==> config.mk <==
export PLATFORM = sky130hd
export DESIGN_NAME = triangle_span_generator
export DESIGN_NICKNAME = d
export VERILOG_FILES = /design/src/rtl/tsg_pkg.sv /design/src/rtl/triangle_span_generator.sv /design/src/rtl/tsg_edge_setup.sv /design/src/rtl/tsg_edge_step.sv
export SDC_FILE = /design/constraint.sdc
export NUM_CORES = 1
export LEC_CHECK = 0
export ABC_CLOCK_PERIOD_IN_PS = 11750
export BUFFER_PORTS_ARGS = -buffer_cell sky130_fd_sc_hd__buf_2
export CAP_MARGIN = 20
export CORE_MARGIN = 3
export CORE_UTILIZATION = 59
export CTS_CLUSTER_SIZE = 24
export DETAILED_ROUTE_END_ITERATION = 10
export PLACE_DENSITY = 0.85
export SETUP_SLACK_MARGIN = 0.2
export SLEW_MARGIN = 5
export SYNTH_ARGS = -nofsm -noshare
export SYNTH_HDL_FRONTEND = slang
export SYNTH_HIERARCHICAL = 1
export SYNTH_SLANG_ARGS = --single-unit
==> constraint.sdc <==
create_clock -name clk -period 11.75 [get_ports clk]
set_input_delay 3.525 -clock clk [delete_from_list [all_inputs] [get_ports clk]]
set_output_delay 3.525 -clock clk [all_outputs]
set_load 0.005 [all_outputs]
==> src/rtl/tsg_pkg.sv <==
package tsg_pkg;

  // coordinate width is fixed by the transaction formats
  localparam int COORD_BITS = 12;
  // error terms and diagonal increment, range about +-2^(COORD_BITS+1)
  localparam int ERR_BITS   = COORD_BITS + 3;
  localparam int INC_BITS   = COORD_BITS + 2;
  // step counter, top bit set means the per-walk step limit 2^(COORD_BITS+1) was hit
  localparam int CNT_BITS   = COORD_BITS + 2;

  localparam logic REQ_LOAD = 1'b0;
  localparam logic REQ_SPAN = 1'b1;

  // edge octants
  localparam logic [1:0] OCT_XR = 2'd0;  // x-major, going right
  localparam logic [1:0] OCT_YR = 2'd1;  // y-major, going right
  localparam logic [1:0] OCT_YL = 2'd2;  // y-major, going left
  localparam logic [1:0] OCT_XL = 2'd3;  // x-major, going left

  typedef logic signed [COORD_BITS-1:0] coord_t;
  typedef logic        [1:0]            edge_sel_t;

  typedef struct packed {
    logic   req_type;
    coord_t vertex_a_x;
    coord_t vertex_a_y;
    coord_t vertex_b_x;
    coord_t vertex_b_y;
    coord_t vertex_c_x;
    coord_t vertex_c_y;
  } tsg_in_t;

  typedef struct packed {
    coord_t span_row;
    coord_t span_left;
    coord_t span_right;
    logic   span_valid;
    logic   last_span;
  } tsg_out_t;

  typedef struct packed {
    coord_t                      cur_x;
    coord_t                      cur_y;
    coord_t                      end_y;
    logic signed [ERR_BITS-1:0]  error;
    logic        [INC_BITS-1:0]  inc_straight;
    logic signed [ERR_BITS-1:0]  inc_diagonal;
    logic        [1:0]           octant;
  } edge_t;

endpackage

==> src/rtl/triangle_span_generator.sv <==
// channel | direction | handshake             | payload
// in_     | input     | in_valid / in_ready   | tsg_in_t: request type, three vertices
// out_    | output    | out_valid / out_ready | tsg_out_t: row, left, right, valid, last
//
// load transaction: accept, set up each edge in turn, then order the short edges
// span transaction: accept, check, walk the long edge, pick, walk the short edge,
//   then the result is held; every Bresenham step of an edge goes through the
//   single shared step unit, so x-major edges take one step per pixel column
// in_ready is high only while idle; a result stalls the block until out_ready
// reset (rst_n low, synchronous) clears all edges to zero, long/upper/lower = 0/1/2
module triangle_span_generator (
  input  logic              clk,
  input  logic              rst_n,
  input  logic              in_valid,
  output logic              in_ready,
  input  tsg_pkg::tsg_in_t  in_data,
  output logic              out_valid,
  input  logic              out_ready,
  output tsg_pkg::tsg_out_t out_data
);
  import tsg_pkg::*;

  // sequencer states
  localparam logic [3:0] ST_IDLE       = 4'd0;
  localparam logic [3:0] ST_SETUP      = 4'd1;  // set up edge idx_r
  localparam logic [3:0] ST_ORDER_A    = 4'd2;  // read start y of first short edge
  localparam logic [3:0] ST_ORDER_B    = 4'd3;  // compare with second, pick upper/lower
  localparam logic [3:0] ST_CHECK      = 4'd4;  // long edge exhausted?
  localparam logic [3:0] ST_WALK_LONG  = 4'd5;  // step long edge until y changes
  localparam logic [3:0] ST_PICK       = 4'd6;  // choose the short edge for this row
  localparam logic [3:0] ST_WALK_SHORT = 4'd7;  // step short edge up to the row
  localparam logic [3:0] ST_OUT        = 4'd8;  // hold result until taken

  function automatic edge_sel_t next_sel(input edge_sel_t s);
    edge_sel_t r;
    case (s)
      2'd0:    r = 2'd1;
      2'd1:    r = 2'd2;
      2'd2:    r = 2'd0;
      default: r = 2'd0;
    endcase
    return r;
  endfunction

  logic [3:0]            state_r, state_nxt;
  edge_sel_t             idx_r, idx_nxt;
  edge_sel_t             long_r, long_nxt;
  edge_sel_t             upper_r, upper_nxt;
  edge_sel_t             lower_r, lower_nxt;
  tsg_in_t               vtx_r, vtx_nxt;
  logic [COORD_BITS-1:0] best_r, best_nxt;
  coord_t                ya_r, ya_nxt;
  coord_t                oy_r, oy_nxt;
  coord_t                row_r, row_nxt;
  coord_t                lx_r, lx_nxt;
  coord_t                endl_r, endl_nxt;
  logic [CNT_BITS-1:0]   cnt_r, cnt_nxt;
  tsg_out_t              out_r, out_nxt;

  // three-entry edge register file, one read and one write index (idx_r)
  edge_t                 edge_r [3];
  edge_t                 rd_edge;
  edge_t                 wr_data;
  logic                  wr_en;

  // shared units
  coord_t                su_x1, su_y1, su_x2, su_y2;
  edge_t                 su_edge;
  logic [COORD_BITS-1:0] su_len;
  edge_t                 step_edge;
  logic                  step_ok;

  assign rd_edge = edge_r[idx_r];
  // walk stops after 2^(COORD_BITS+1) steps
  assign step_ok = !cnt_r[CNT_BITS-1];

  // edge 0 = a-b, edge 1 = a-c, edge 2 = c-b
  always_comb begin
    case (idx_r)
      2'd1: begin
        su_x1 = vtx_r.vertex_a_x;
        su_y1 = vtx_r.vertex_a_y;
        su_x2 = vtx_r.vertex_c_x;
        su_y2 = vtx_r.vertex_c_y;
      end
      2'd2: begin
        su_x1 = vtx_r.vertex_c_x;
        su_y1 = vtx_r.vertex_c_y;
        su_x2 = vtx_r.vertex_b_x;
        su_y2 = vtx_r.vertex_b_y;
      end
      default: begin
        su_x1 = vtx_r.vertex_a_x;
        su_y1 = vtx_r.vertex_a_y;
        su_x2 = vtx_r.vertex_b_x;
        su_y2 = vtx_r.vertex_b_y;
      end
    endcase
  end

  tsg_edge_setup u_setup (
    .x1     (su_x1),
    .y1     (su_y1),
    .x2     (su_x2),
    .y2     (su_y2),
    .edge_o (su_edge),
    .len_o  (su_len)
  );

  tsg_edge_step u_step (
    .edge_i (rd_edge),
    .edge_o (step_edge)
  );

  assign in_ready  = (state_r == ST_IDLE);
  assign out_valid = (state_r == ST_OUT);
  assign out_data  = out_r;

  always_comb begin
    state_nxt = state_r;
    idx_nxt   = idx_r;
    long_nxt  = long_r;
    upper_nxt = upper_r;
    lower_nxt = lower_r;
    vtx_nxt   = vtx_r;
    best_nxt  = best_r;
    ya_nxt    = ya_r;
    oy_nxt    = oy_r;
    row_nxt   = row_r;
    lx_nxt    = lx_r;
    endl_nxt  = endl_r;
    cnt_nxt   = cnt_r;
    out_nxt   = out_r;
    wr_en     = 1'b0;
    wr_data   = step_edge;

    case (state_r)
      ST_IDLE: begin
        if (in_valid) begin
          vtx_nxt = in_data;
          if (in_data.req_type == REQ_LOAD) begin
            idx_nxt   = 2'd0;
            best_nxt  = '0;
            long_nxt  = 2'd0;
            state_nxt = ST_SETUP;
          end else begin
            idx_nxt   = long_r;
            state_nxt = ST_CHECK;
          end
        end
      end

      ST_SETUP: begin
        wr_en   = 1'b1;
        wr_data = su_edge;
        // strict compare keeps the lowest edge number on a tie
        if (su_len > best_r) begin
          best_nxt = su_len;
          long_nxt = idx_r;
        end
        if (idx_r == 2'd2) begin
          idx_nxt   = next_sel(long_nxt);
          state_nxt = ST_ORDER_A;
        end else begin
          idx_nxt = idx_r + 2'd1;
        end
      end

      ST_ORDER_A: begin
        ya_nxt    = rd_edge.cur_y;
        idx_nxt   = next_sel(idx_r);
        state_nxt = ST_ORDER_B;
      end

      ST_ORDER_B: begin
        // equal start rows make edge (long+1) mod 3 the upper one
        if (ya_r > rd_edge.cur_y) begin
          lower_nxt = next_sel(long_r);
          upper_nxt = idx_r;
        end else begin
          upper_nxt = next_sel(long_r);
          lower_nxt = idx_r;
        end
        state_nxt = ST_IDLE;
      end

      ST_CHECK: begin
        if (rd_edge.cur_y >= rd_edge.end_y) begin
          // exhausted or zero height: empty answer
          out_nxt   = '0;
          state_nxt = ST_OUT;
        end else begin
          oy_nxt    = rd_edge.cur_y;
          endl_nxt  = rd_edge.end_y;
          cnt_nxt   = '0;
          state_nxt = ST_WALK_LONG;
        end
      end

      ST_WALK_LONG: begin
        if ((rd_edge.cur_y == oy_r) && step_ok) begin
          wr_en   = 1'b1;
          cnt_nxt = cnt_r + CNT_BITS'(1);
        end else begin
          row_nxt   = rd_edge.cur_y;
          lx_nxt    = rd_edge.cur_x;
          idx_nxt   = upper_r;
          state_nxt = ST_PICK;
        end
      end

      ST_PICK: begin
        idx_nxt   = (row_r <= rd_edge.end_y) ? upper_r : lower_r;
        cnt_nxt   = '0;
        state_nxt = ST_WALK_SHORT;
      end

      ST_WALK_SHORT: begin
        if ((rd_edge.cur_y < row_r) && step_ok) begin
          wr_en   = 1'b1;
          cnt_nxt = cnt_r + CNT_BITS'(1);
        end else begin
          out_nxt.span_row   = row_r;
          out_nxt.span_left  = (rd_edge.cur_x < lx_r) ? rd_edge.cur_x : lx_r;
          out_nxt.span_right = (rd_edge.cur_x < lx_r) ? lx_r : rd_edge.cur_x;
          out_nxt.span_valid = 1'b1;
          out_nxt.last_span  = (row_r >= endl_r);
          state_nxt          = ST_OUT;
        end
      end

      ST_OUT: begin
        if (out_ready) state_nxt = ST_IDLE;
      end

      default: begin
        state_nxt = ST_IDLE;
      end
    endcase
  end

  always_ff @(posedge clk) begin
    if (!rst_n) begin
      state_r <= ST_IDLE;
      idx_r   <= 2'd0;
      long_r  <= 2'd0;
      upper_r <= 2'd1;
      lower_r <= 2'd2;
      best_r  <= '0;
      cnt_r   <= '0;
    end else begin
      state_r <= state_nxt;
      idx_r   <= idx_nxt;
      long_r  <= long_nxt;
      upper_r <= upper_nxt;
      lower_r <= lower_nxt;
      best_r  <= best_nxt;
      cnt_r   <= cnt_nxt;
    end
  end

  // edge state is read after reset, so it is cleared
  always_ff @(posedge clk) begin
    if (!rst_n) begin
      edge_r[0] <= '0;
      edge_r[1] <= '0;
      edge_r[2] <= '0;
    end else if (wr_en) begin
      edge_r[idx_r] <= wr_data;
    end
  end

  // payload registers
  always_ff @(posedge clk) begin
    vtx_r  <= vtx_nxt;
    ya_r   <= ya_nxt;
    oy_r   <= oy_nxt;
    row_r  <= row_nxt;
    lx_r   <= lx_nxt;
    endl_r <= endl_nxt;
    out_r  <= out_nxt;
  end

  // while idle the edge roles long, upper and lower name different edges
  assert property (@(posedge clk) disable iff (!rst_n)
    in_ready |->
      (long_r != upper_r) && (long_r != lower_r) && (upper_r != lower_r))
    else $error("edge roles overlap");

  // a produced span is ordered
  assert property (@(posedge clk) disable iff (!rst_n)
    out_valid && out_data.span_valid |-> out_data.span_left <= out_data.span_right)
    else $error("span bounds out of order");

  // an empty answer carries all-zero fields
  assert property (@(posedge clk) disable iff (!rst_n)
    out_valid && !out_data.span_valid |->
      (out_data.span_row == '0) && (out_data.span_left == '0) &&
      (out_data.span_right == '0) && !out_data.last_span)
    else $error("empty span carries data");

  // no edge write from a walk once the step limit is reached
  assert property (@(posedge clk) disable iff (!rst_n)
    wr_en && ((state_r == ST_WALK_LONG) || (state_r == ST_WALK_SHORT)) |->
      !cnt_r[CNT_BITS-1])
    else $error("edge stepped past the step limit");

endmodule

==> src/rtl/tsg_edge_setup.sv <==
module tsg_edge_setup (
  input  tsg_pkg::coord_t                     x1,
  input  tsg_pkg::coord_t                     y1,
  input  tsg_pkg::coord_t                     x2,
  input  tsg_pkg::coord_t                     y2,
  output tsg_pkg::edge_t                      edge_o,
  output logic [tsg_pkg::COORD_BITS-1:0]      len_o
);
  import tsg_pkg::*;

  coord_t                  xb;
  coord_t                  yb;
  coord_t                  xe;
  coord_t                  ye;
  logic signed [COORD_BITS:0] dx;
  logic signed [COORD_BITS:0] dy;
  logic [COORD_BITS-1:0]   adx;
  logic [COORD_BITS-1:0]   udy;
  logic [COORD_BITS-1:0]   major;
  logic [COORD_BITS-1:0]   minor;
  logic                    x_neg;
  logic                    y_major;

  always_comb begin
    // start at the lower y end, second vertex wins a tie
    if (y1 < y2) begin
      xb = x1;
      yb = y1;
      xe = x2;
      ye = y2;
    end else begin
      xb = x2;
      yb = y2;
      xe = x1;
      ye = y1;
    end
    dx      = (COORD_BITS+1)'(xe) - (COORD_BITS+1)'(xb);
    dy      = (COORD_BITS+1)'(ye) - (COORD_BITS+1)'(yb);
    x_neg   = dx[COORD_BITS];
    adx     = x_neg ? COORD_BITS'(-dx) : COORD_BITS'(dx);
    udy     = COORD_BITS'(dy);
    y_major = udy > adx;
    major   = y_major ? udy : adx;
    minor   = y_major ? adx : udy;

    if (y_major) begin
      edge_o.octant = x_neg ? OCT_YL : OCT_YR;
    end else begin
      edge_o.octant = x_neg ? OCT_XL : OCT_XR;
    end
    edge_o.error        = ERR_BITS'({minor, 1'b0}) - ERR_BITS'(major);
    edge_o.inc_straight = INC_BITS'({minor, 1'b0});
    edge_o.inc_diagonal = ERR_BITS'({minor, 1'b0}) - ERR_BITS'({major, 1'b0});
    edge_o.cur_x        = xb;
    edge_o.cur_y        = yb;
    edge_o.end_y        = ye;
    len_o               = udy;
  end

endmodule

==> src/rtl/tsg_edge_step.sv <==
module tsg_edge_step (
  input  tsg_pkg::edge_t edge_i,
  output tsg_pkg::edge_t edge_o
);
  import tsg_pkg::*;

  logic diag;

  always_comb begin
    diag   = !edge_i.error[ERR_BITS-1];
    edge_o = edge_i;
    edge_o.error = edge_i.error +
                   (diag ? edge_i.inc_diagonal : ERR_BITS'(edge_i.inc_straight));
    case (edge_i.octant)
      OCT_XR: begin
        edge_o.cur_x = edge_i.cur_x + coord_t'(1);
        if (diag) edge_o.cur_y = edge_i.cur_y + coord_t'(1);
      end
      OCT_YR: begin
        edge_o.cur_y = edge_i.cur_y + coord_t'(1);
        if (diag) edge_o.cur_x = edge_i.cur_x + coord_t'(1);
      end
      OCT_YL: begin
        edge_o.cur_y = edge_i.cur_y + coord_t'(1);
        if (diag) edge_o.cur_x = edge_i.cur_x - coord_t'(1);
      end
      default: begin
        edge_o.cur_x = edge_i.cur_x - coord_t'(1);
        if (diag) edge_o.cur_y = edge_i.cur_y + coord_t'(1);
      end
    endcase
  end

endmodule

==> flow_metrics.tcl, run 1 <==
set metrics [dict create \
    status "complete, no violations" \
    ys.flop_type "edfxtp_1" \
    async_flop_share_pct 0 \
    hold_path_class "flip-flop to flip-flop" \
    synth_edf_count 498 \
    rsz0062_at_grt "no" \
    synth_area_leaders "edfxtp_1 49%, ha_1 5.7%, mux4_2 5.6%" \
    fin_skew_ns 0.0309 \
    io-pin-count 117 \
    overflow 0 \
    antenna_found_initial 1 \
    clock-root-buffer "clkbuf_16" \
    worst_pin_slew_ns 1.10 \
    slew_headroom_pct 26.1 \
    synthCells 2794 \
    synthToLayoutAreaGrowth_pct 9.35 \
    start_util_pct 59.8 \
    port_buffers 116 \
    synth_seq_cells 538 \
    path_buf_inv 3 \
    drc 0 \
    syn_area_sq_um 30800 \
    fin_setup_tns_ns 0 \
    cp_top_family "compound AO/OA/AOI/OAI gates" \
    crit_required_ns 12.08 \
    hold_viol_final 0 \
    chipWidth_microns 235 \
    drv_cap 0 \
    cp-start-kind "flip-flop" \
    antenna_cells 0 \
    layout_min_cycle_time_ns 10.75 \
    synth_cell_types 107 \
    yosysTopAreaCell "edfxtp_1" \
    critPathArrivalTime_ns 11.08 \
    via_per_inst 6.24 \
    htreeDepth 2 \
    route.antenna.remaining_nets 0 \
    cp_slowest_stage_delay_ns 0.60 \
    dieArea_sq_um 55000 \
    vias 22263 \
    clockBufferDepth 3 \
    yosys_warnings 6 \
    synth_top_area_share_pct 48.5 \
    synth_seq_area_share_pct 51.1 \
    critPathSlowestCell "dfxtp_1" \
    path_class "flip-flop to flip-flop" \
    wl_microns 76700 \
    clk_pin_slew_ns 0.06 \
    cts_buffers 55 \
    firstDrtPassIters 7 \
    synth.avg_cell_area_sq_um 11.0 \
    gp_congestion 0.940 \
    post-route-cell-area_sq_um 33700 \
    drive_gt1_share_pct 13.9 \
    clk_latency_ns 0.62 \
    die_height_microns 235 \
    numClockSinks 538 \
    grt_max_degree 72 \
    coreArea_sq_um 51500 \
    crit_path_end_kind "flip-flop" \
    dpl.hpwl_microns 52500 \
    max_freq_mhz 93.0 \
    drv_slew 0 \
    crit_path_frequent_cell "a21o_1" \
    cts_setup_buffers 0 \
    rows 83 \
    fin_nets 3063 \
    drt_iter0_drc 2398 \
    finalCritPeriodShare_pct 91.5 \
    grt_pass1_wl_microns 119000 \
    hold_ws_ns 0.481 \
    placed_cell_area_sq_um 31800 \
    grtUsageTotal_pct 27.7 \
    setup_viol 0 \
    tritoncts "built" \
    wl_per_cell_microns 21.5 \
    cp_max_fo 43 \
    grt_pass1_vias 21655 \
]
-- stage by stage --
stage	util (%)	worst slack, ns	cells
2_1_floorplan	-	1.83	2796
3_3_place_gp	61.7	1.18	3465
3_5_place_dp	61.7	0.701	3466
4_1_cts	65.4	0.551	3570
5_1_grt	65.4	0.271	3570
6_report	65.4	0.998	3570
-- registers in the layout, indices dropped and copies added, names as in the netlist, named ones only --
signal	count
row_r	12
lx_r	12
out_data	38
endl_r	12
cnt_r	14
long_r	2
idx_r	2
best_r	12
oy_r	12
lower_r	2
ya_r	12
edge_r	328
state_r	4
upper_r	2
vtx_r	72
-- synth_stat cells, types with 18 or more instances --
cell type    n
a211oi_1    20
nand2b_1    19
o21a_1      22
nor2_1     383
buf_4       48
a21oi_1     74
nand2_1    326
xor2_1      25
dfxtp_1     40
clkbuf_1    82
ha_1       141
xnor2_1     67
buf_1       18
mux4_2      76
o21ai_0    101
nor3_1      25
mux2i_1    131
nand4_1     28
nand3_1     45
nor2b_1     25
a22oi_1     18
edfxtp_1   498
a21o_1      25
inv_1      234
-- kinds of logic after synthesis --
group / count (synthesis) / synth area share, %
flip-flops: 538 / 51.1
multiplexers: 236 / 11.2
buffers and inverters: 402 / 5.59
AO/OA/AOI/OAI: 412 / 9.27
AND/OR/NAND/NOR: 951 / 13.6
XOR/XNOR: 95 / 2.83
adder cells (fa/ha/maj): 159 / 6.37
other: 1 / 0.0122
-- metal layers --
layer  global-route usage (%)  routed length [microns]  up-vias
met3                     5.24                     7450      188
met5                        0                       13        -
met1                     37.7                    31000    10825
li1                         -                        -    10129
met2                     45.2                    35800     1119
met4                     9.28                     2410        2
-- worst min-delay path, cell delays in order, from the launching register on --
cell	delay (ns)
dfxtp_1	0.32
nand2_1	0.05
o21ai_0	0.06
-- cells in the final DEF, fill, tap and decap left out, drive strengths merged, types with 46 or more instances in the layout --
cell / netlist / layout
a21oi: 76 / 76
buf: 83 / 155
clkbuf: 82 / 67
edfxtp: 498 / 498
ha: 141 / 141
inv: 236 / 240
mux2i: 132 / 132
mux4: 82 / 82
nand2: 327 / 327
nand3: 46 / 46
nor2: 385 / 385
o21ai: 111 / 111
xnor2: 68 / 68
-- layout make-up --
type	count	area (sq um)
timing repair buffer	155	873
fill	3845	17800
clock buffer	67	1420
multi-input combinational	1856	13500
inverter	237	890
sequential	538	15800
tap	680	851
clock inverter	37	445
-- what timing repair did --
action | in CTS | in global routing
setup endpoints to repair | 0 | 26
gates resized for setup | 0 | 9
hold buffers | 0 | 0
-- path summary, 6_finish.rpt --
kind,startpoint,endpoint,slack (ns),depth (start not counted)
hold / removal,cnt_r[7],cnt_r[7],0.48,2
hold reg to reg,cnt_r[7],cnt_r[7],0.48,2
setup reg to reg,idx_r[1],edge_r[2][43],1.0,44
setup / recovery,idx_r[1],edge_r[2][43],1.0,44
Power of run 1 is not shown: default switching activity piles up to over one toggle a cycle in this logic, so the estimate is an artifact.
==> run 2: changes to the inputs <==
--- a/config.mk
+++ b/config.mk
@@ -17,5 +17,4 @@
 export SLEW_MARGIN = 5
 export SYNTH_ARGS = -nofsm -noshare
 export SYNTH_HDL_FRONTEND = slang
-export SYNTH_HIERARCHICAL = 1
 export SYNTH_SLANG_ARGS = --single-unit
==> run 2 against run 1 <==
Core utilization rose by 0.95 points. Clock skew rose by 0.015 ns. Critical path depth grew 6. Die area rose by 2.1%. Final cell count increased by 4.9%. Clock-buffer cell count down 3. Sequential share of layout area down 1.6 points. Sequential cell count unchanged.
==> flow_metrics.tcl, run 2 <==
set metrics [dict create \
    status "complete, no violations" \
    max_freq_mhz 90.6 \
    hold_path_class "flip-flop to flip-flop" \
    numClockSinks 538 \
    gp_congestion 0.955 \
    critPathSlowestCell "dfxtp_4" \
    io-pin-count 117 \
    grt_pass1_vias 24202 \
    clock-root-buffer "clkbuf_16" \
    placed_cell_area_sq_um 32900 \
    tritoncts "built" \
    drt_iter0_drc 2452 \
    htreeDepth 2 \
    netlist_top_cells_count "498 x edfxtp_1, 459 x nor2_1, 203 x inv_1" \
    dieArea_sq_um 56100 \
    dpl.hpwl_microns 59300 \
    synth_top_area_share_pct 47.5 \
    drv_slew 0 \
    start_util_pct 59.8 \
    hold_viol_final 0 \
    clk_pin_slew_ns 0.06 \
    cts_buffers 56 \
    largest_reg_flops 328 \
    wl_microns 87000 \
    async_flop_share_pct 0 \
    drc 0 \
    grtUsageTotal_pct 30.4 \
    synth_nets 3135 \
    synth.avg_cell_area_sq_um 10.8 \
    via_per_inst 6.42 \
    synth_seq_cells 538 \
    final_cell_mix "498 x edfxtp_1, 456 x nor2_1, 202 x inv_1" \
    cp_slowest_stage_delay_ns 0.49 \
    yosysMostFrequentCell "edfxtp_1" \
    setup_viol 0 \
    fin_skew_ns 0.0455 \
    antenna_found_initial 2 \
    worst_pin_slew_ns 1.14 \
    die_height_microns 237 \
    synth_cell_types 107 \
    fin_setup_tns_ns 0 \
    cp_max_fo 28 \
    layout_min_cycle_time_ns 11.03 \
    critPathArrivalTime_ns 11.39 \
    finalCritPeriodShare_pct 93.9 \
    mostFrequentLayoutCell "edfxtp_1" \
    antenna_cells 0 \
    coreArea_sq_um 52700 \
    crit_path_end_kind "flip-flop" \
    yosysTopAreaCell "edfxtp_1" \
    synth_seq_area_share_pct 50.1 \
    grt_pass1_wl_microns 134000 \
    route.antenna.remaining_nets 0 \
    drive_gt1_share_pct 15.4 \
    synthToLayoutAreaGrowth_pct 11.1 \
    synth_edf_count 498 \
    vias 24034 \
    crit_required_ns 12.10 \
    clk_latency_ns 0.65 \
    ctsHoldBuffers 0 \
    fin_util_pct 66.4 \
    yosys_warnings 0 \
    slew_headroom_pct 23.8 \
    path_class "flip-flop to flip-flop" \
    rrSetupSlack_ns 0.72 \
    reg_top3 "edge_r (328), vtx_r (72), out_data (38)" \
    synth_area_leaders "edfxtp_1 48%, mux4_2 5.9%, ha_1 5.5%" \
    largest_register "edge_r" \
    wl_per_cell_microns 23.2 \
    overflow 0 \
    clockBufferDepth 3 \
    ys.flop_type "edfxtp_1" \
    drv_cap 0 \
    post-route-cell-area_sq_um 34900 \
    syn_area_sq_um 31500 \
    rows 84 \
    port_buffers 116 \
    rsz0062_at_grt "no" \
    chipWidth_microns 237 \
    firstDrtPassIters 8 \
    grt_max_degree 74 \
    crit_path_frequent_cell "a21oi_1" \
    synthCells 2918 \
    cp-start-kind "flip-flop" \
    nFillCells 3827 \
    fin_nets 3225 \
]
[run 2: path summary, 6_finish.rpt]
kind | from | end | cells after the start
setup / recovery | idx_r[1] | edge_r[0][41] | 50
hold / removal | cnt_r[7] | cnt_r[7] | 1
setup reg to reg | idx_r[1] | edge_r[0][41] | 50
hold reg to reg | cnt_r[7] | cnt_r[7] | 1
[run 2: stage by stage]
| stage | hold WS (ns) | std cells | setup slack (ns) |
|---|---|---|---|
| after floorplan | 0.439 | 2918 | 0.209 |
| after global placement | 0.461 | 3629 | 0.526 |
| after detailed placement | 0.498 | 3629 | 0.171 |
| after CTS | 0.506 | 3735 | 0.293 |
| after global routing | 0.530 | 3744 | 0.122 |
| final | 0.507 | 3744 | 0.717 |
[run 2: critical path: cells and delay by family (launching register included)]
| family | cells | cell delay [ns] |
|---|---|---|
| AOI/OAI and AO/OA | 25 | 4.65 |
| adders and majority gates | 5 | 1.72 |
| and+or+nand+nor | 9 | 1.52 |
| buffers and inverters | 7 | 1.20 |
| muxes | 4 | 1.17 |
| DFF | 1 | 0.49 |
[run 2: final cells by class]
cell class | count | area (sq um) | share of cell area [%]
Multi-Input combinational cell | 2009 | 14400 | 41.3
Timing Repair Buffer | 198 | 1230 | 3.53
Sequential cell | 538 | 15800 | 45.1
Inverter | 205 | 773 | 2.21
Tap cell | 688 | 861 | 2.46
Clock buffer | 64 | 1430 | 4.10
Clock inverter | 42 | 432 | 1.24
[run 2: logic make-up (layout without fill, tap and decap cells)]
family                   count (synthesis)  in the layout  share of synthesized area [%]
XOR/XNOR                               109            109                           3.13
AND/OR/NAND/NOR                        952            952                           13.9
multiplexers                           188            188                           9.41
adder cells (fa/ha/maj)                153            153                           6.03
AO/OA/AOI/OAI                          607            607                           12.9
flip-flops                             538            538                           50.1
buffers and inverters                  371            509                           4.56
[run 2: timing repair]
action | 4_1_cts | 5_1_grt
endpoints found under the setup margin | 1 | 96
pin swaps | 0 | 3
cloned | 0 | 1
setup buffers | 0 | 6
gates resized for setup | 1 | 19
[run 2: routing by layer]
metal,vias up,global-route usage [%],part of all wire (%)
met3,258,5.23,8.9
met1,11675,39.1,38
li1,10868,-,-
met4,4,15.1,5.1
met5,-,0,0.031
met2,1229,50.1,48
Power of run 2 is left out for the same reason.
